--- src/hw/rtl/nearest_scale_overlay_compositor_top_macros.svh ---
// Assertion macros for the compositor top module.
`ifndef NEAREST_SCALE_OVERLAY_COMPOSITOR_TOP_MACROS_SVH
`define NEAREST_SCALE_OVERLAY_COMPOSITOR_TOP_MACROS_SVH
// Same-cycle implication, clocked on clk_i and disabled during reset.
`define NSOC_ASSERT(lbl, ante, cons, msg) \
  lbl: assert property (@(posedge clk_i) disable iff (!rst_ni) (ante) |-> (cons)) \
    else $error(msg);
// Next-cycle implication, clocked on clk_i and disabled during reset.
`define NSOC_ASSERT_NEXT(lbl, ante, cons, msg) \
  lbl: assert property (@(posedge clk_i) disable iff (!rst_ni) (ante) |=> (cons)) \
    else $error(msg);
`endif

--- src/hw/rtl/nsoc_pkg.sv ---
// Types and constants shared by the overlay compositor modules.
package nsoc_pkg;

  localparam int unsigned MAX_EYE_WIDTH  = 1024;
  localparam int unsigned MAX_EYE_HEIGHT = 1024;
  localparam int unsigned MAX_FRAME_DIM  = 4096;

  localparam int unsigned POS_W     = 12;
  localparam int unsigned COL_W     = 8;
  localparam int unsigned REG_W     = 13;
  localparam int unsigned EYE_REG_W = 11;
  localparam int unsigned GEO_W     = 14;
  localparam int unsigned PROD_W    = POS_W + EYE_REG_W;
  localparam int unsigned CFG_IDX_W = 3;

  // Register indexes of the configuration port.
  localparam logic [CFG_IDX_W-1:0] CFG_BASE_WIDTH    = 3'd0;
  localparam logic [CFG_IDX_W-1:0] CFG_BASE_HEIGHT   = 3'd1;
  localparam logic [CFG_IDX_W-1:0] CFG_EYE_WIDTH     = 3'd2;
  localparam logic [CFG_IDX_W-1:0] CFG_EYE_HEIGHT    = 3'd3;
  localparam logic [CFG_IDX_W-1:0] CFG_TARGET_LEFT   = 3'd4;
  localparam logic [CFG_IDX_W-1:0] CFG_TARGET_TOP    = 3'd5;
  localparam logic [CFG_IDX_W-1:0] CFG_TARGET_WIDTH  = 3'd6;
  localparam logic [CFG_IDX_W-1:0] CFG_TARGET_HEIGHT = 3'd7;

  localparam logic [COL_W-1:0] ALPHA_OPAQUE = 8'hFF;
  localparam logic [GEO_W-1:0] MIN_EXTENT   = 14'd2;
  localparam logic             REQ_LOAD     = 1'b0;

  typedef struct packed {
    logic             req_type;
    logic [POS_W-1:0] pos_x;
    logic [POS_W-1:0] pos_y;
    logic [COL_W-1:0] in_blue;
    logic [COL_W-1:0] in_green;
    logic [COL_W-1:0] in_red;
    logic [COL_W-1:0] in_alpha;
  } in_t;

  typedef struct packed {
    logic [COL_W-1:0] out_blue;
    logic [COL_W-1:0] out_green;
    logic [COL_W-1:0] out_red;
    logic [COL_W-1:0] out_alpha;
    logic             from_eye;
  } out_t;

  typedef struct packed {
    logic [REG_W-1:0]     base_width;
    logic [REG_W-1:0]     base_height;
    logic [EYE_REG_W-1:0] eye_width;
    logic [EYE_REG_W-1:0] eye_height;
    logic [REG_W-1:0]     target_left;
    logic [REG_W-1:0]     target_top;
    logic [REG_W-1:0]     target_width;
    logic [REG_W-1:0]     target_height;
  } cfg_t;

  // Clamped target extents, the divisors of the scaler.
  typedef struct packed {
    logic [GEO_W-1:0] tw;
    logic [GEO_W-1:0] th;
  } geo_t;

  // Per-word sideband that travels down the pipeline.
  // hit: taken from the eye for a pixel, inside the store for a load.
  typedef struct packed {
    logic             is_pixel;
    logic             hit;
    logic [POS_W-1:0] pos_x;
    logic [POS_W-1:0] pos_y;
    logic [COL_W-1:0] blue;
    logic [COL_W-1:0] green;
    logic [COL_W-1:0] red;
    logic [COL_W-1:0] alpha;
  } side_t;

endpackage

--- src/hw/rtl/nsoc_div.sv ---
// Pipelined restoring dividers for both axes, one quotient bit per stage.
module nsoc_div #(
  parameter int unsigned QuoW = 10
) (
  input  logic                         clk_i,
  input  logic                         rst_ni,
  input  logic                         en_i,
  input  logic                         valid_i,
  input  nsoc_pkg::side_t              side_i,
  input  logic [nsoc_pkg::PROD_W-1:0]  num_x_i,
  input  logic [nsoc_pkg::PROD_W-1:0]  num_y_i,
  input  nsoc_pkg::geo_t               geo_i,
  output logic                         valid_o,
  output nsoc_pkg::side_t              side_o,
  output logic [QuoW-1:0]              quo_x_o,
  output logic [QuoW-1:0]              quo_y_o
);

  localparam int unsigned NW = nsoc_pkg::PROD_W;
  localparam int unsigned SW = NW + nsoc_pkg::GEO_W + QuoW;

  logic            v   [QuoW+1];
  nsoc_pkg::side_t s   [QuoW+1];
  logic [NW-1:0]   rx  [QuoW+1];
  logic [NW-1:0]   ry  [QuoW+1];
  logic [QuoW-1:0] qx  [QuoW+1];
  logic [QuoW-1:0] qy  [QuoW+1];

  assign v[0]  = valid_i;
  assign s[0]  = side_i;
  assign rx[0] = num_x_i;
  assign ry[0] = num_y_i;
  assign qx[0] = '0;
  assign qy[0] = '0;

  for (genvar k = 0; k < QuoW; k++) begin : g_stage
    localparam int unsigned B = QuoW - 1 - k;
    logic [SW-1:0]   dx_sh, dy_sh;
    logic            ge_x, ge_y;
    logic [NW-1:0]   rx_d, ry_d;
    logic [QuoW-1:0] qx_d, qy_d;

    // Try to subtract the divisor shifted to this quotient bit.
    always_comb begin
      dx_sh = SW'(geo_i.tw) << B;
      dy_sh = SW'(geo_i.th) << B;
      ge_x  = SW'(rx[k]) >= dx_sh;
      ge_y  = SW'(ry[k]) >= dy_sh;
      rx_d  = ge_x ? NW'(SW'(rx[k]) - dx_sh) : rx[k];
      ry_d  = ge_y ? NW'(SW'(ry[k]) - dy_sh) : ry[k];
      qx_d  = qx[k] | (ge_x ? (QuoW'(1) << B) : '0);
      qy_d  = qy[k] | (ge_y ? (QuoW'(1) << B) : '0);
    end

    always_ff @(posedge clk_i or negedge rst_ni) begin
      if (!rst_ni) begin
        v[k+1] <= 1'b0;
      end else if (en_i) begin
        v[k+1] <= v[k];
      end
    end

    always_ff @(posedge clk_i) begin
      if (en_i) begin
        s[k+1]  <= s[k];
        rx[k+1] <= rx_d;
        ry[k+1] <= ry_d;
        qx[k+1] <= qx_d;
        qy[k+1] <= qy_d;
      end
    end
  end

  assign valid_o = v[QuoW];
  assign side_o  = s[QuoW];
  assign quo_x_o = qx[QuoW];
  assign quo_y_o = qy[QuoW];

endmodule

--- config.mk ---
export PLATFORM = sky130hd
export DESIGN_NAME = nsoc_div
export DESIGN_NICKNAME = d
export VERILOG_FILES = /design/src/hw/rtl/nearest_scale_overlay_compositor_top_macros.svh /design/src/hw/rtl/nsoc_pkg.sv /design/src/hw/rtl/nsoc_div.sv
export SDC_FILE = /design/constraint.sdc
export NUM_CORES = 2
export LEC_CHECK = 0
export CORE_UTILIZATION = 58
export DETAILED_ROUTE_END_ITERATION = 7
export DONT_BUFFER_PORTS = 1
export GPL_ROUTABILITY_DRIVEN = 0
export PLACE_DENSITY = 0.73
export SYNTH_ARGS = -nofsm -noshare
export SYNTH_HDL_FRONTEND = slang
export SYNTH_SLANG_ARGS = --single-unit
--- constraint.sdc ---
create_clock -name clk_i -period 3.2 [get_ports clk_i]
set_clock_uncertainty 0.05 [all_clocks]
set_input_delay 0.16 -clock clk_i [delete_from_list [all_inputs] [get_ports clk_i]]
set_output_delay 0.16 -clock clk_i [all_outputs]
set_load 0.02 [all_outputs]
==> results by group <==
Yosys
  • Mapped Avg Cell Area: 14.1 um2
  • Main flop type after synthesis: edfxtp_1
  • Fraction of registers with async set/reset: 0.00898
  • Syn_nets: 4036
  • Register area share after synthesis: 0.660
  • Synth unique cells: 88
  • Synthesized flop and latch total: around 1100
  • Number of enable flip-flop cells after synthesis: 1104
  • Post-synthesis cell count: 3602
  • Synth Warn #: 0
  • Post-Syn Area: 50600 um2

Route
  • DRC errors left: 0
  • Pre-antenna DRT Iters: 5
  • WL final: 97400 um
  • Routed wire length per instance: 18.9 um
  • Post-DRT Antenna Nets: 0
  • 1st-iter DRT viols: 2129
  • Via count: 29401
  • DR vias/cell: 5.70

Place
  • Pre-CTS setup slack: 0.0300 ns
  • Post-Place Cells: ~4800
  • Placed Area: about 53000 um2
  • DP Wirelength: 63500 um
  • IO Port Bufs: 0

GRT
  • Congestion Overflow GR: 0
  • GRT Util Overall: 0.217
  • Vias in the first global route: ~29000
  • First-pass GRT wire length: ~150000 um
  • Largest net degree at the start of global routing: between 1000 and 1500
  • Initial antenna violation count: 7

Die
  • Top Ports: about 220
  • Initial Utilization: 0.590
  • Core Area: 85800 um2
  • Height of the chip: 297 um
  • Chip width: roughly 300 um
  • Die footprint: about 88000 um2
  • FP Rows: 107

Clock network
  • Clock root buffer: clkbuf_16
  • Max Buffers Root-to-Sink: 3
  • Clock sink count: 1114
  • H-tree Lvls: 3
  • Clock Latency Late Sink: ~0.7 ns
  • Clk pin slew, worst setup/hold paths: approximately 0.060 ns
  • CTS tree: built
  • CTS buffer count: 110

Cells and area
  • Final instance area: 58500 um2
  • Post-layout util: 0.682
  • Layout cell share with drive strength beyond 1: 0.113
  • FF/Latch Area: 33400 um2
  • Final net count: about 4400
  • Area grow syn2layout: 15.5%
  • Filler cell count: 5841
  • Multi-input gate area: 16300 um2
  • Post-Layout Cell Count: 5161

Setup path
  • R2r worst-path depth: 9
  • Nature of the critical path startpoint: flip-flop
  • Worst R2R Setup Slack: 0.12 ns
  • WP data required: ~3.6 ns
  • Critical Path AT: about 3.5 ns
  • RR Endpoint: ry[65]
  • Critical path class: reg -> reg
  • Reg-to-reg startpoint: ry[84]
  • CP Capture Type: flip-flop
  • CP max FO: 8

Power
  • PwrDens: roughly 790 nW/um2
  • Worst VDD drop: 0.000679 V
  • Leakage: 21.5 nW
  • Tot Pwr: 0.0465 W

Run
  • Max-Cap Viols: 0

Min path
  • Hold Path Stages: 1
  • Worst min-delay path endpoint: s[188]
  • HP Class: in -> reg
  • Min-delay src: en_i

Timing
  • Max frequency: 0.325 GHz
  • Actual slew at the worst max-slew pin: 1.19 ns
  • Post-layout min period: 3.08 ns
  • Final WS setup: 0.121 ns
  • Final hold vios: 0
  • Final setup violation count: 0
  • Final Max Slew Viols: 0
  • Rel. slew slack: 0.209
  • Final period utilization: 0.962

Status
  • Status: complete, no violations
## metrics by stage
step           hold slack [ns]  TNS [ns]
2_1_floorplan           -0.186         0
3_3_place_gp            -0.185         0
3_5_place_dp            -0.185         0
4_1_cts                 -0.461         0
5_1_grt                0.00234  -0.00367
6_report               0.00528         0
## what timing repair did
action | in CTS | in global routing
hold buffers | 166 | 3
endpoints found under the hold margin | 928 | 83
gates resized for setup | 0 | 26
pin swaps | 1 | 7
endpoints found under the setup margin | 1 | 106
setup buffers | 0 | 2
## worst max path at each step
stage | from | to | cells past startpoint
floorplan | ry[95] | ry[73] | 12
global placement | rx[95] | rx[75] | 11
detailed placement | geo_i[8] | ry[39] | 11
CTS | ry[191] | ry[169] | 12
global route | ry[95] | ry[74] | 13
finish | ry[84] | ry[65] | 9
## per-layer routing
metal,vias up,share of wire,track usage
met5,-,0.00017,0
met4,4,0.027,0.0646
met3,171,0.049,0.0376
met2,724,0.49,0.371
met1,14074,0.43,0.285
li1,14428,-,-
## state kept, by name, summed over array words and instances, names as in the netlist
register and flops:
v 9, valid_o 1, s 522, quo_x_o 10, qx 45, quo_y_o 10
side_o 58, ry 207, qy 45, rx 207
## cell type report
| cell class | count | area share |
|---|---|---|
| Clock buffer | 137 | 0.0493 |
| Tap cell | 1144 | 0.0245 |
| Sequential cell | 1114 | 0.571 |
| Antenna cell | 3 | 0.000128 |
| Multi-Input combinational cell | 2264 | 0.278 |
| Inverter | 109 | 0.00699 |
| Timing Repair Buffer | 322 | 0.0543 |
| Clock inverter | 68 | 0.0160 |
## cells by family (layout without fill, tap and decap cells)
| family | count (synthesis) | count (layout) | synth area share |
|---|---|---|---|
| AOI/OAI and AO/OA | 825 | 825 | 0.102 |
| xor gates and xnor gates | 233 | 233 | 0.0403 |
| adders and majority gates | 298 | 298 | 0.0763 |
| buffers and inverters | 224 | 636 | 0.0219 |
| DFF | 1114 | 1114 | 0.660 |
| muxes | 91 | 91 | 0.0201 |
| other | 0 | 3 | 0 |
| and+or+nand+nor | 817 | 817 | 0.0801 |
## Yosys cell counts, drive strengths merged, types with 8 or more instances
cell type	count	area [um2]
nand2b	40	258
o21bai	14	105
nand3	48	240
nor2b	48	300
dfrtp	10	250
a21boi	11	82.6
or2	10	62.6
nand4b	12	105
o211ai	13	97.6
mux2i	14	140
or4	8	63.8
a31oi	27	175
fa	18	360
inv	109	409
o21a	59	443
buf	84	582
o31ai	19	143
and3	17	106
nor4	40	250
a211oi	23	173
nand2	229	860
a21oi	222	1110
or3	17	106
nand4	36	225
nor3	58	290
nor2	207	777
xor2	112	981
o21ai	253	1270
clkbuf	31	116
xnor2	121	1060
mux2	77	878
a2111oi	11	109
nor4b	13	114
edfxtp	1104	33200
o31a	19	166
a21o	91	683
ha	280	3500
## placed cells by master, fill, tap and decap left out, types with 109 or more instances in the layout
cell type / instances
dlygate4sd3_1: 167
edfxtp_1: 1104
inv_1: 109
nand2_1: 229
buf_4: 130
xor2_1: 112
xnor2_1: 121
ha_1: 279
nor2_1: 207
o21ai_0: 247
clkbuf_16: 110
a21oi_1: 217
## where the power goes
part           internal [W]  switching (W)
sequential           0.0193        0.00143
combinational       0.00584        0.00655
clock               0.00784        0.00552
total                0.0330         0.0135
## worst max-delay path, stage by stage, from the launching register on
cell,delay [ns]
edfxtp_1,0.39
ha_1,0.24
or4_4,0.57
nand2b_4,0.16
or4b_4,0.49
a2111oi_2,0.26
a21oi_2,0.16
buf_4,0.19
nor4bb_1,0.15
xor2_1,0.16
Note: power is estimated with default switching activity, not from simulation.
