$ cat config.mk
export PLATFORM = sky130hd
export DESIGN_NAME = nsoc_front
export DESIGN_NICKNAME = d
export VERILOG_FILES = /design/src/hw/rtl/nearest_scale_overlay_compositor_top_macros.svh /design/src/hw/rtl/nsoc_pkg.sv /design/src/hw/rtl/nsoc_front.sv
export SDC_FILE = /design/constraint.sdc
export NUM_CORES = 1
export LEC_CHECK = 0
export ABC_CLOCK_PERIOD_IN_PS = 7950
export BUFFER_PORTS_ARGS = -buffer_cell sky130_fd_sc_hd__buf_2
export CAP_MARGIN = 20
export CORE_ASPECT_RATIO = 1.5
export CORE_MARGIN = 3
export CORE_UTILIZATION = 54
export CTS_BUF_LIST = sky130_fd_sc_hd__clkbuf_8
export CTS_CLUSTER_SIZE = 25
export DETAILED_ROUTE_END_ITERATION = 16
export PLACE_DENSITY = 0.79
export SYNTH_ARGS = -nofsm -noshare
export SYNTH_HDL_FRONTEND = slang
export SYNTH_SLANG_ARGS = --single-unit
export TNS_END_PERCENT = 30
$ cat constraint.sdc
create_clock -name clk_i -period 7.95 [get_ports clk_i]
set_clock_uncertainty 0.2 [all_clocks]
set_input_delay 1.1925 -clock clk_i [delete_from_list [all_inputs] [get_ports clk_i]]
set_output_delay 1.1925 -clock clk_i [all_outputs]
set_load 0.01 [all_outputs]
$ cat src/hw/rtl/nearest_scale_overlay_compositor_top_macros.svh
// Assertion macros for the compositor top module.
`ifndef NEAREST_SCALE_OVERLAY_COMPOSITOR_TOP_MACROS_SVH
`define NEAREST_SCALE_OVERLAY_COMPOSITOR_TOP_MACROS_SVH
// Same-cycle implication, clocked on clk_i and disabled during reset.
`define NSOC_ASSERT(lbl, ante, cons, msg) \
  lbl: assert property (@(posedge clk_i) disable iff (!rst_ni) (ante) |-> (cons)) \
    else $error(msg);
// Next-cycle implication, clocked on clk_i and disabled during reset.
`define NSOC_ASSERT_NEXT(lbl, ante, cons, msg) \
  lbl: assert property (@(posedge clk_i) disable iff (!rst_ni) (ante) |=> (cons)) \
    else $error(msg);
`endif

$ cat src/hw/rtl/nsoc_pkg.sv
// Types and constants shared by the overlay compositor modules.
package nsoc_pkg;

  localparam int unsigned MAX_EYE_WIDTH  = 1024;
  localparam int unsigned MAX_EYE_HEIGHT = 1024;
  localparam int unsigned MAX_FRAME_DIM  = 4096;

  localparam int unsigned POS_W     = 12;
  localparam int unsigned COL_W     = 8;
  localparam int unsigned REG_W     = 13;
  localparam int unsigned EYE_REG_W = 11;
  localparam int unsigned GEO_W     = 14;
  localparam int unsigned PROD_W    = POS_W + EYE_REG_W;
  localparam int unsigned CFG_IDX_W = 3;

  // Register indexes of the configuration port.
  localparam logic [CFG_IDX_W-1:0] CFG_BASE_WIDTH    = 3'd0;
  localparam logic [CFG_IDX_W-1:0] CFG_BASE_HEIGHT   = 3'd1;
  localparam logic [CFG_IDX_W-1:0] CFG_EYE_WIDTH     = 3'd2;
  localparam logic [CFG_IDX_W-1:0] CFG_EYE_HEIGHT    = 3'd3;
  localparam logic [CFG_IDX_W-1:0] CFG_TARGET_LEFT   = 3'd4;
  localparam logic [CFG_IDX_W-1:0] CFG_TARGET_TOP    = 3'd5;
  localparam logic [CFG_IDX_W-1:0] CFG_TARGET_WIDTH  = 3'd6;
  localparam logic [CFG_IDX_W-1:0] CFG_TARGET_HEIGHT = 3'd7;

  localparam logic [COL_W-1:0] ALPHA_OPAQUE = 8'hFF;
  localparam logic [GEO_W-1:0] MIN_EXTENT   = 14'd2;
  localparam logic             REQ_LOAD     = 1'b0;

  typedef struct packed {
    logic             req_type;
    logic [POS_W-1:0] pos_x;
    logic [POS_W-1:0] pos_y;
    logic [COL_W-1:0] in_blue;
    logic [COL_W-1:0] in_green;
    logic [COL_W-1:0] in_red;
    logic [COL_W-1:0] in_alpha;
  } in_t;

  typedef struct packed {
    logic [COL_W-1:0] out_blue;
    logic [COL_W-1:0] out_green;
    logic [COL_W-1:0] out_red;
    logic [COL_W-1:0] out_alpha;
    logic             from_eye;
  } out_t;

  typedef struct packed {
    logic [REG_W-1:0]     base_width;
    logic [REG_W-1:0]     base_height;
    logic [EYE_REG_W-1:0] eye_width;
    logic [EYE_REG_W-1:0] eye_height;
    logic [REG_W-1:0]     target_left;
    logic [REG_W-1:0]     target_top;
    logic [REG_W-1:0]     target_width;
    logic [REG_W-1:0]     target_height;
  } cfg_t;

  // Clamped target extents, the divisors of the scaler.
  typedef struct packed {
    logic [GEO_W-1:0] tw;
    logic [GEO_W-1:0] th;
  } geo_t;

  // Per-word sideband that travels down the pipeline.
  // hit: taken from the eye for a pixel, inside the store for a load.
  typedef struct packed {
    logic             is_pixel;
    logic             hit;
    logic [POS_W-1:0] pos_x;
    logic [POS_W-1:0] pos_y;
    logic [COL_W-1:0] blue;
    logic [COL_W-1:0] green;
    logic [COL_W-1:0] red;
    logic [COL_W-1:0] alpha;
  } side_t;

endpackage

$ cat src/hw/rtl/nsoc_front.sv
// Front end: rectangle clamping, hit test, offsets and scale products.
module nsoc_front #(
  parameter int unsigned MaxEyeWidth  = nsoc_pkg::MAX_EYE_WIDTH,
  parameter int unsigned MaxEyeHeight = nsoc_pkg::MAX_EYE_HEIGHT,
  parameter int unsigned MaxFrameDim  = nsoc_pkg::MAX_FRAME_DIM
) (
  input  logic                               clk_i,
  input  logic                               rst_ni,
  input  logic                               en_i,
  input  logic                               valid_i,
  input  nsoc_pkg::in_t                      data_i,
  input  nsoc_pkg::cfg_t                     cfg_i,
  output nsoc_pkg::geo_t                     geo_o,
  output logic                               valid_o,
  output nsoc_pkg::side_t                    side_o,
  output logic [nsoc_pkg::PROD_W-1:0]        num_x_o,
  output logic [nsoc_pkg::PROD_W-1:0]        num_y_o
);

  localparam int unsigned GW = nsoc_pkg::GEO_W;
  localparam int unsigned EW = nsoc_pkg::EYE_REG_W + 1;

  logic [GW-1:0] bw, bh, left, top, right_raw, bottom_raw, right, bottom, tw, th;
  logic [GW-1:0] px, py;
  logic          sizes_ok, in_rect, load_ok;
  nsoc_pkg::side_t side_d;

  // Clamp the frame and the rectangle to the frame.
  always_comb begin
    bw = ({1'b0, cfg_i.base_width} > GW'(MaxFrameDim)) ? GW'(MaxFrameDim)
                                                        : {1'b0, cfg_i.base_width};
    bh = ({1'b0, cfg_i.base_height} > GW'(MaxFrameDim)) ? GW'(MaxFrameDim)
                                                         : {1'b0, cfg_i.base_height};
    left = ({1'b0, cfg_i.target_left} < bw) ? {1'b0, cfg_i.target_left} : bw;
    top  = ({1'b0, cfg_i.target_top} < bh) ? {1'b0, cfg_i.target_top} : bh;
    right_raw  = {1'b0, cfg_i.target_left} + {1'b0, cfg_i.target_width};
    bottom_raw = {1'b0, cfg_i.target_top} + {1'b0, cfg_i.target_height};
    right  = (right_raw < bw) ? right_raw : bw;
    bottom = (bottom_raw < bh) ? bottom_raw : bh;
    tw = (right > left) ? right - left : '0;
    th = (bottom > top) ? bottom - top : '0;
  end

  assign geo_o = '{tw: tw, th: th};

  // Decide per word whether it takes the eye or lands in the store.
  always_comb begin
    px = GW'(data_i.pos_x);
    py = GW'(data_i.pos_y);
    sizes_ok = (bw >= nsoc_pkg::MIN_EXTENT) && (bh >= nsoc_pkg::MIN_EXTENT) &&
               (GW'(cfg_i.eye_width) >= nsoc_pkg::MIN_EXTENT) &&
               (GW'(cfg_i.eye_height) >= nsoc_pkg::MIN_EXTENT) &&
               ({1'b0, cfg_i.eye_width} <= EW'(MaxEyeWidth)) &&
               ({1'b0, cfg_i.eye_height} <= EW'(MaxEyeHeight)) &&
               (tw >= nsoc_pkg::MIN_EXTENT) && (th >= nsoc_pkg::MIN_EXTENT);
    in_rect = (px < bw) && (py < bh) && (px >= left) && (px < right) &&
              (py >= top) && (py < bottom);
    load_ok = (px < GW'(MaxEyeWidth)) && (py < GW'(MaxEyeHeight));
    side_d.is_pixel = (data_i.req_type != nsoc_pkg::REQ_LOAD);
    side_d.hit = side_d.is_pixel ? (sizes_ok && in_rect) : load_ok;
    side_d.pos_x = data_i.pos_x;
    side_d.pos_y = data_i.pos_y;
    side_d.blue  = data_i.in_blue;
    side_d.green = data_i.in_green;
    side_d.red   = data_i.in_red;
    side_d.alpha = data_i.in_alpha;
  end

  logic                       va_q, vb_q;
  nsoc_pkg::side_t            sa_q, sb_q;
  logic [nsoc_pkg::POS_W-1:0] dxa_q, dya_q;
  logic [nsoc_pkg::PROD_W-1:0] nx_q, ny_q;
  logic [GW-1:0]              dx_full, dy_full;

  assign dx_full = px - left;
  assign dy_full = py - top;

  // Stage A: offsets into the rectangle.
  always_ff @(posedge clk_i or negedge rst_ni) begin
    if (!rst_ni) begin
      va_q <= 1'b0;
      vb_q <= 1'b0;
    end else if (en_i) begin
      va_q <= valid_i;
      vb_q <= va_q;
    end
  end

  always_ff @(posedge clk_i) begin
    if (en_i) begin
      sa_q  <= side_d;
      dxa_q <= dx_full[nsoc_pkg::POS_W-1:0];
      dya_q <= dy_full[nsoc_pkg::POS_W-1:0];
      // Stage B: scale products offset times eye size.
      sb_q  <= sa_q;
      nx_q  <= nsoc_pkg::PROD_W'(dxa_q) * nsoc_pkg::PROD_W'(cfg_i.eye_width);
      ny_q  <= nsoc_pkg::PROD_W'(dya_q) * nsoc_pkg::PROD_W'(cfg_i.eye_height);
    end
  end

  assign valid_o = vb_q;
  assign side_o  = sb_q;
  assign num_x_o = nx_q;
  assign num_y_o = ny_q;

endmodule

==> flow_metrics.env, run 1 <==
export IMPL_drt_wl_total_um=57410
export IMPL_drc=0
export IMPL_cts_tree="yes"
export IMPL_routed_via_density=5.770
export IMPL_io_pins=294
export IMPL_port_buffers=293
export IMPL_endpoint_kind="output port"
export IMPL_gr_usage_all_layers_pct=27.78
export IMPL_whs_ns=0.2191
export IMPL_cp_slowest_stage_delay_ns=0.39
export IMPL_critPathLaunchType="primary input"
export IMPL_dpl_hpwl_um=46960
export IMPL_grt_max_degree=68
export IMPL_period_share_pct=98.25
export IMPL_die_h_um=245.5
export IMPL_crit_fanout=7
export IMPL_syn_to_final_growth_pct=19.26
export IMPL_status="finished, final reports clean"
export IMPL_firstDrtPassIters=5
export IMPL_clock_latency_ns=0.48
export IMPL_p_per_area_nw_per_um2=490.3
export IMPL_endpoint="geo_o[20]"
export IMPL_rsz0062_at_grt="yes"
export IMPL_cap_violations=0
export IMPL_finalSetupViolCount=0
export IMPL_synth_nets=2740
export IMPL_cts_hold_buf=0
export IMPL_drive_gt1_share_pct=22.95
export IMPL_async_flop_share_pct=1.064
export IMPL_clk_pin_slew_ns=0.12
export IMPL_crit_required_ns=6.56
export IMPL_cts_path_max_buffers=2
export IMPL_slew_headroom_pct=32.87
export IMPL_grt_pass1_vias=18280
export IMPL_fin_area_um2=24620
export IMPL_cts_buffers=17
export IMPL_worstMarginPinSlew_ns=0.9939
export IMPL_cp_data_arrival_time_ns=6.42
export IMPL_crit_start="cfg_i[14]"
export IMPL_syn_area_per_cell_um2=9.807
export IMPL_max_freq_mhz=128.0
export IMPL_syn_inst=2105
export IMPL_final_max_slew_viol_count=0
export IMPL_rows=87
export IMPL_vias=17370
export IMPL_antenna_found_initial=9
export IMPL_crit_slowest_cell="fa_2"
export IMPL_grt_first_pass_wirelength_um=91410
export IMPL_synth_warnings=0
export IMPL_r2r_slack_ns=1.69
export IMPL_seq_area_frac_synth_pct=27.30
export IMPL_initial_core_util_pct=54.81
export IMPL_coreArea_um2=37660
export IMPL_routedWlPerCell_um=19.07
export IMPL_hold_viol=0
export IMPL_r2r_cells=18
export IMPL_synth_flop_cell="edfxtp_1"
export IMPL_fin_crit_ns=7.811
export IMPL_synth_cell_types=72
export IMPL_r2r_end="num_y_o[22]"
export IMPL_ir_drop_mv=0.6570
export IMPL_syn_cell_area_um2=20640
export IMPL_antenna_left=0
export IMPL_nNetsFinal=3140
export IMPL_cts_sinks=188
export IMPL_synth_edf_count=186
export IMPL_ys_seq_elements=188
export IMPL_fp_dieW_um=165.6
export IMPL_timing_rr_start="dya_q[1]"
export IMPL_overflow=0
export IMPL_worstHoldPathType="register to register"
export IMPL_setup_tns_ns=0
export IMPL_crit_type="primary input to output port"
export IMPL_gp_congestion=0.9781
export IMPL_placed_area_um2=23510
export IMPL_p_leak_uw=0.01168
export IMPL_root_buffer="clkbuf_8"
export IMPL_h_tree_depth=4
export IMPL_die_area_um2=40660
export IMPL_drt_iter0_markers=999
==> cell families after synthesis <==
| family | synth area share, % |
|---|---|
| XOR/XNOR | 3.903 |
| AO/OA/AOI/OAI | 10.84 |
| adder cells (fa/ha/maj) | 35.42 |
| multiplexers | 1.152 |
| buffers and inverters | 5.867 |
| AND/OR/NAND/NOR | 15.52 |
| flip-flops | 27.30 |
==> cells in the mapped netlist (7+ instances only) <==
| library cell | instances | area share, % |
|---|---|---|
| ha_1 | 290 | 18 |
| a21oi_1 | 105 | 2.5 |
| o31ai_1 | 7 | 0.25 |
| a211oi_1 | 18 | 0.65 |
| and2_1 | 109 | 3.3 |
| o21ai_0 | 71 | 1.7 |
| nor2_1 | 118 | 2.1 |
| nand2b_1 | 16 | 0.48 |
| inv_1 | 258 | 4.7 |
| clkbuf_1 | 55 | 1.0 |
| o21bai_1 | 8 | 0.29 |
| nor2b_1 | 26 | 0.79 |
| o211ai_1 | 13 | 0.47 |
| fa_1 | 184 | 18 |
| xnor2_1 | 73 | 3.1 |
| o41ai_1 | 7 | 0.30 |
| nand4_1 | 19 | 0.58 |
| nand3_1 | 32 | 0.78 |
| nand2_1 | 243 | 4.4 |
| edfxtp_1 | 186 | 27 |
| a31oi_1 | 7 | 0.21 |
| nor4_1 | 10 | 0.30 |
| a21o_1 | 31 | 1.1 |
| and3_1 | 8 | 0.24 |
| o21a_1 | 19 | 0.69 |
| nor3_1 | 45 | 1.1 |
| xor2_1 | 19 | 0.81 |
| o2111ai_1 | 9 | 0.38 |
| mux2i_1 | 17 | 0.82 |
==> stage by stage <==
step	setup slack (ns)	std cells	total power, µW	util [%]
finish	0.1390	3010	12070	65.37
global route	-0.2534	3010	13320	65.37
CTS	-0.002662	2995	11910	63.91
detailed placement	-0.3428	2957	11100	62.41
global placement	-0.3441	2957	10750	62.41
floorplan	0.02010	2105	8691	-
==> sequential cells by signal (all words and copies together), names as in the netlist <==
name,count
dya_q,12
num_x_o,23
side_o,58
sa_q,58
num_y_o,23
va_q,1
valid_o,1
dxa_q,12
==> final cells by class <==
class,instances,area [µm²]
Multi-Input combinational cell,1598,14320
Fill cell,3060,13040
Sequential cell,188,5635
Timing Repair Buffer,441,2658
Inverter,259,974.7
Tap cell,489,611.8
Clock buffer,17,234.0
Clock inverter,15,177.7
Antenna cell,3,7.507
==> worst min path at each step <==
stage / start / to / cells past startpoint
3_5_place_dp: sa_q[24] / side_o[24] / 0
6_report: sa_q[47] / side_o[47] / 0
2_1_floorplan: sa_q[0] / side_o[0] / 0
5_1_grt: rst_ni / va_q / 1
4_1_cts: rst_ni / va_q / 1
3_3_place_gp: sa_q[15] / side_o[15] / 0
==> routing by layer <==
layer,vias to the layer above,GRT usage (%),wire length [µm]
met5,-,0,61
met4,10,12.66,2568
met3,164,3.699,2910
met2,669,51.70,30340
met1,8488,31.62,21530
li1,8036,-,-
==> repair_timing <==
action                                  CTS  global route
gates resized for setup                  35            96
endpoints found under the setup margin   28            28
setup buffers                             4            11
pin swaps                                18            67
gates cloned                              2             1
==> layout by cell type, fill, tap and decap left out, types with 11 or more instances in the layout <==
cell,synthesis,final
inv_1,258,254
nand2_1,243,241
and2_1,109,108
buf_4,0,142
nand2b_1,16,15
a21o_1,31,31
a21oi_1,105,94
a21oi_2,1,11
o21ai_1,0,12
nor2_1,118,114
buf_2,1,287
a211oi_1,18,12
ha_1,290,280
o21ai_0,71,51
edfxtp_1,186,186
fa_1,184,180
o21a_1,19,19
xnor2_1,73,69
nor3_1,45,41
nand3_1,32,29
nand4_1,19,19
clkbuf_8,0,18
mux2i_1,17,16
nor2b_1,26,26
xor2_1,19,19
o211ai_1,13,13
==> power by group <==
part           switching [µW]  internal [µW]
Clock                     391            267
Sequential                147           1730
Combinational            5290           4250
Total                    5830           6240
==> worst max-delay path, delay by kind of cell <==
kind / cells / cell delay, ns
mux: 1 / 0.33
simple gates: 4 / 0.43
compound gates: 13 / 2.61
buf+inv: 6 / 0.65
fa+ha+maj: 4 / 1.04
xor+xnor: 1 / 0.14
Note: power is estimated with default switching activity, not from simulation.
==> run 2: changes to the inputs <==
--- a/config.mk
+++ b/config.mk
@@ -10,11 +10,11 @@
 export CAP_MARGIN = 20
 export CORE_ASPECT_RATIO = 1.5
 export CORE_MARGIN = 3
-export CORE_UTILIZATION = 54
+export CORE_UTILIZATION = 45
 export CTS_BUF_LIST = sky130_fd_sc_hd__clkbuf_8
 export CTS_CLUSTER_SIZE = 25
 export DETAILED_ROUTE_END_ITERATION = 16
-export PLACE_DENSITY = 0.79
+export PLACE_DENSITY = 0.68
 export SYNTH_ARGS = -nofsm -noshare
 export SYNTH_HDL_FRONTEND = slang
 export SYNTH_SLANG_ARGS = --single-unit
==> flow_metrics.env, run 2 (same netlist as run 1, synthesis figures left out) <==
export IMPL_status="finished, final reports clean"
export IMPL_clk_pin_slew_ns=0.10
export IMPL_drc=0
export IMPL_p_leak_uw=0.01163
export IMPL_routed_via_density=5.465
export IMPL_vias=16930
export IMPL_switching_power_uw=5674
export IMPL_die_area_um2=48530
export IMPL_syn_to_final_growth_pct=18.98
export IMPL_rows=95
export IMPL_endpoint_kind="output port"
export IMPL_seq_power_share_pct=15.8
export IMPL_firstDrtPassIters=5
export IMPL_initial_core_util_pct=45.82
export IMPL_gr_usage_all_layers_pct=23.16
export IMPL_worstHoldStart="sa_q[57]"
export IMPL_r2r_slack_ns=1.63
export IMPL_drt_iter0_markers=778
export IMPL_timing_rr_start="dya_q[4]"
export IMPL_crit_fanout=15
export IMPL_finalNonFillerCells=3098
export IMPL_p_per_area_nw_per_um2=484.4
export IMPL_finalSetupViolCount=0
export IMPL_io_pins=294
export IMPL_final_max_slew_viol_count=0
export IMPL_period_share_pct=98.13
export IMPL_nNetsFinal=3136
export IMPL_worstHoldPathType="register to register"
export IMPL_critPathLaunchType="primary input"
export IMPL_slew_headroom_pct=37.06
export IMPL_overflow=0
export IMPL_layout_common_cells="293 x buf_2, 280 x ha_1, 258 x inv_1, 241 x nand2_1, 186 x edfxtp_1"
export IMPL_switching_share_pct=47.70
export IMPL_max_freq_mhz=128.2
export IMPL_setup_slack_ns=0.1487
export IMPL_rsz0062_at_grt="yes"
export IMPL_antenna_left=0
export IMPL_cp_data_arrival_time_ns=6.41
export IMPL_fin_crit_ns=7.801
export IMPL_hold_path_depth=0
export IMPL_cts_tree="yes"
export IMPL_root_buffer="clkbuf_8"
export IMPL_grt_max_degree=88
export IMPL_crit_required_ns=6.56
export IMPL_h_tree_depth=4
export IMPL_fp_dieW_um=180.9
export IMPL_hold_viol=0
export IMPL_cts_hold_buf=0
export IMPL_crit_type="primary input to output port"
export IMPL_grt_pass1_vias=17690
export IMPL_placedCellCount=3043
export IMPL_r2r_cells=17
export IMPL_cp_slowest_stage_delay_ns=0.39
export IMPL_endpoint="geo_o[9]"
export IMPL_port_buffers=293
export IMPL_cts_sinks=188
export IMPL_crit_start="cfg_i[0]"
export IMPL_r2r_end="num_y_o[22]"
export IMPL_die_h_um=268.3
export IMPL_combinationalPowerShare_pct=78.8
export IMPL_coreArea_um2=45050
export IMPL_dpl_hpwl_um=47230
export IMPL_final_common_cell="buf_2"
export IMPL_crit_slowest_cell="fa_2"
export IMPL_cpMostUsedCell="buf_4"
export IMPL_drive_gt1_share_pct=22.36
export IMPL_clock_latency_ns=0.50
export IMPL_cts_buffers=17
export IMPL_p_clk_share_pct=5.4
export IMPL_antenna_found_initial=6
export IMPL_ir_drop_mv=0.6146
export IMPL_pre_cts_slack_ns=-0.3778
export IMPL_grt_first_pass_wirelength_um=90050
export IMPL_worstMarginPinSlew_ns=0.9320
export IMPL_drt_wl_total_um=56900
export IMPL_routedWlPerCell_um=18.37
export IMPL_cap_violations=0
export IMPL_p_int_uw=6222
export IMPL_gp_congestion=0.9305
export IMPL_cts_path_max_buffers=2
export IMPL_p_total_uw=11900
## run 2: through the flow
stage               hold slack (ns)  instance area (µm²)  TNS, ns  util, %
floorplan                    0.2003                20650        0        -
global placement             0.2006                23550   -3.259    52.27
detailed placement           0.2045                23550   -5.347    52.27
CTS                          0.1984                24130        0    53.57
global route                 0.2031                24560   -1.229    54.52
finish                       0.2202                24560        0    54.52
## run 2: worst min-delay path by stage
stage                       to  slack, ns
finish              side_o[57]       0.22
global route              va_q       0.20
CTS                    valid_o       0.20
detailed placement  side_o[27]       0.20
global placement     side_o[3]       0.20
floorplan            side_o[0]       0.20
## run 2: power groups by stage
stage | Clock, µW | Combinational (µW) | Sequential, µW
after CTS | 668 | 9320 | 1880
after floorplan | 0 | 6820 | 1870
final | 642 | 9370 | 1880
after global placement | 0 | 8980 | 1900
after global routing | 703 | 10600 | 1910
after detailed placement | 0 | 9160 | 1900
## run 2: critical path: cells and delay by family
family	cells	cell delay, ns
AO/OA/AOI/OAI	9	1.78
XOR/XNOR	1	0.13
adder cells (fa/ha/maj)	4	1.13
buffers and inverters	8	1.04
AND/OR/NAND/NOR	8	1.13
## run 2: routing by layer
layer / vias up / track usage [%] / wire length (µm)
li1: 8012 / - / -
met1: 8312 / 26.54 / 22390
met2: 480 / 43.51 / 29840
met3: 121 / 3.087 / 2384
met4: 6 / 9.280 / 2242
met5: - / 0 / 40
## run 2: what timing repair did
item	4_1_cts	5_1_grt
setup endpoints to repair	24	28
gates resized for setup	28	73
buffers inserted	9	10
pin swaps	14	51
cloned	2	0
## run 2: layout make-up
| cell class | count | area [µm²] |
|---|---|---|
| diodes | 3 | 7.507 |
| clock buffers | 17 | 234.0 |
| clock inverters | 14 | 156.4 |
| fillers | 4098 | 20490 |
| inverters | 259 | 972.2 |
| multi-input cells | 1597 | 14220 |
| flip-flops and latches | 188 | 5635 |
| well taps | 582 | 728.2 |
| repair buffers | 438 | 2605 |
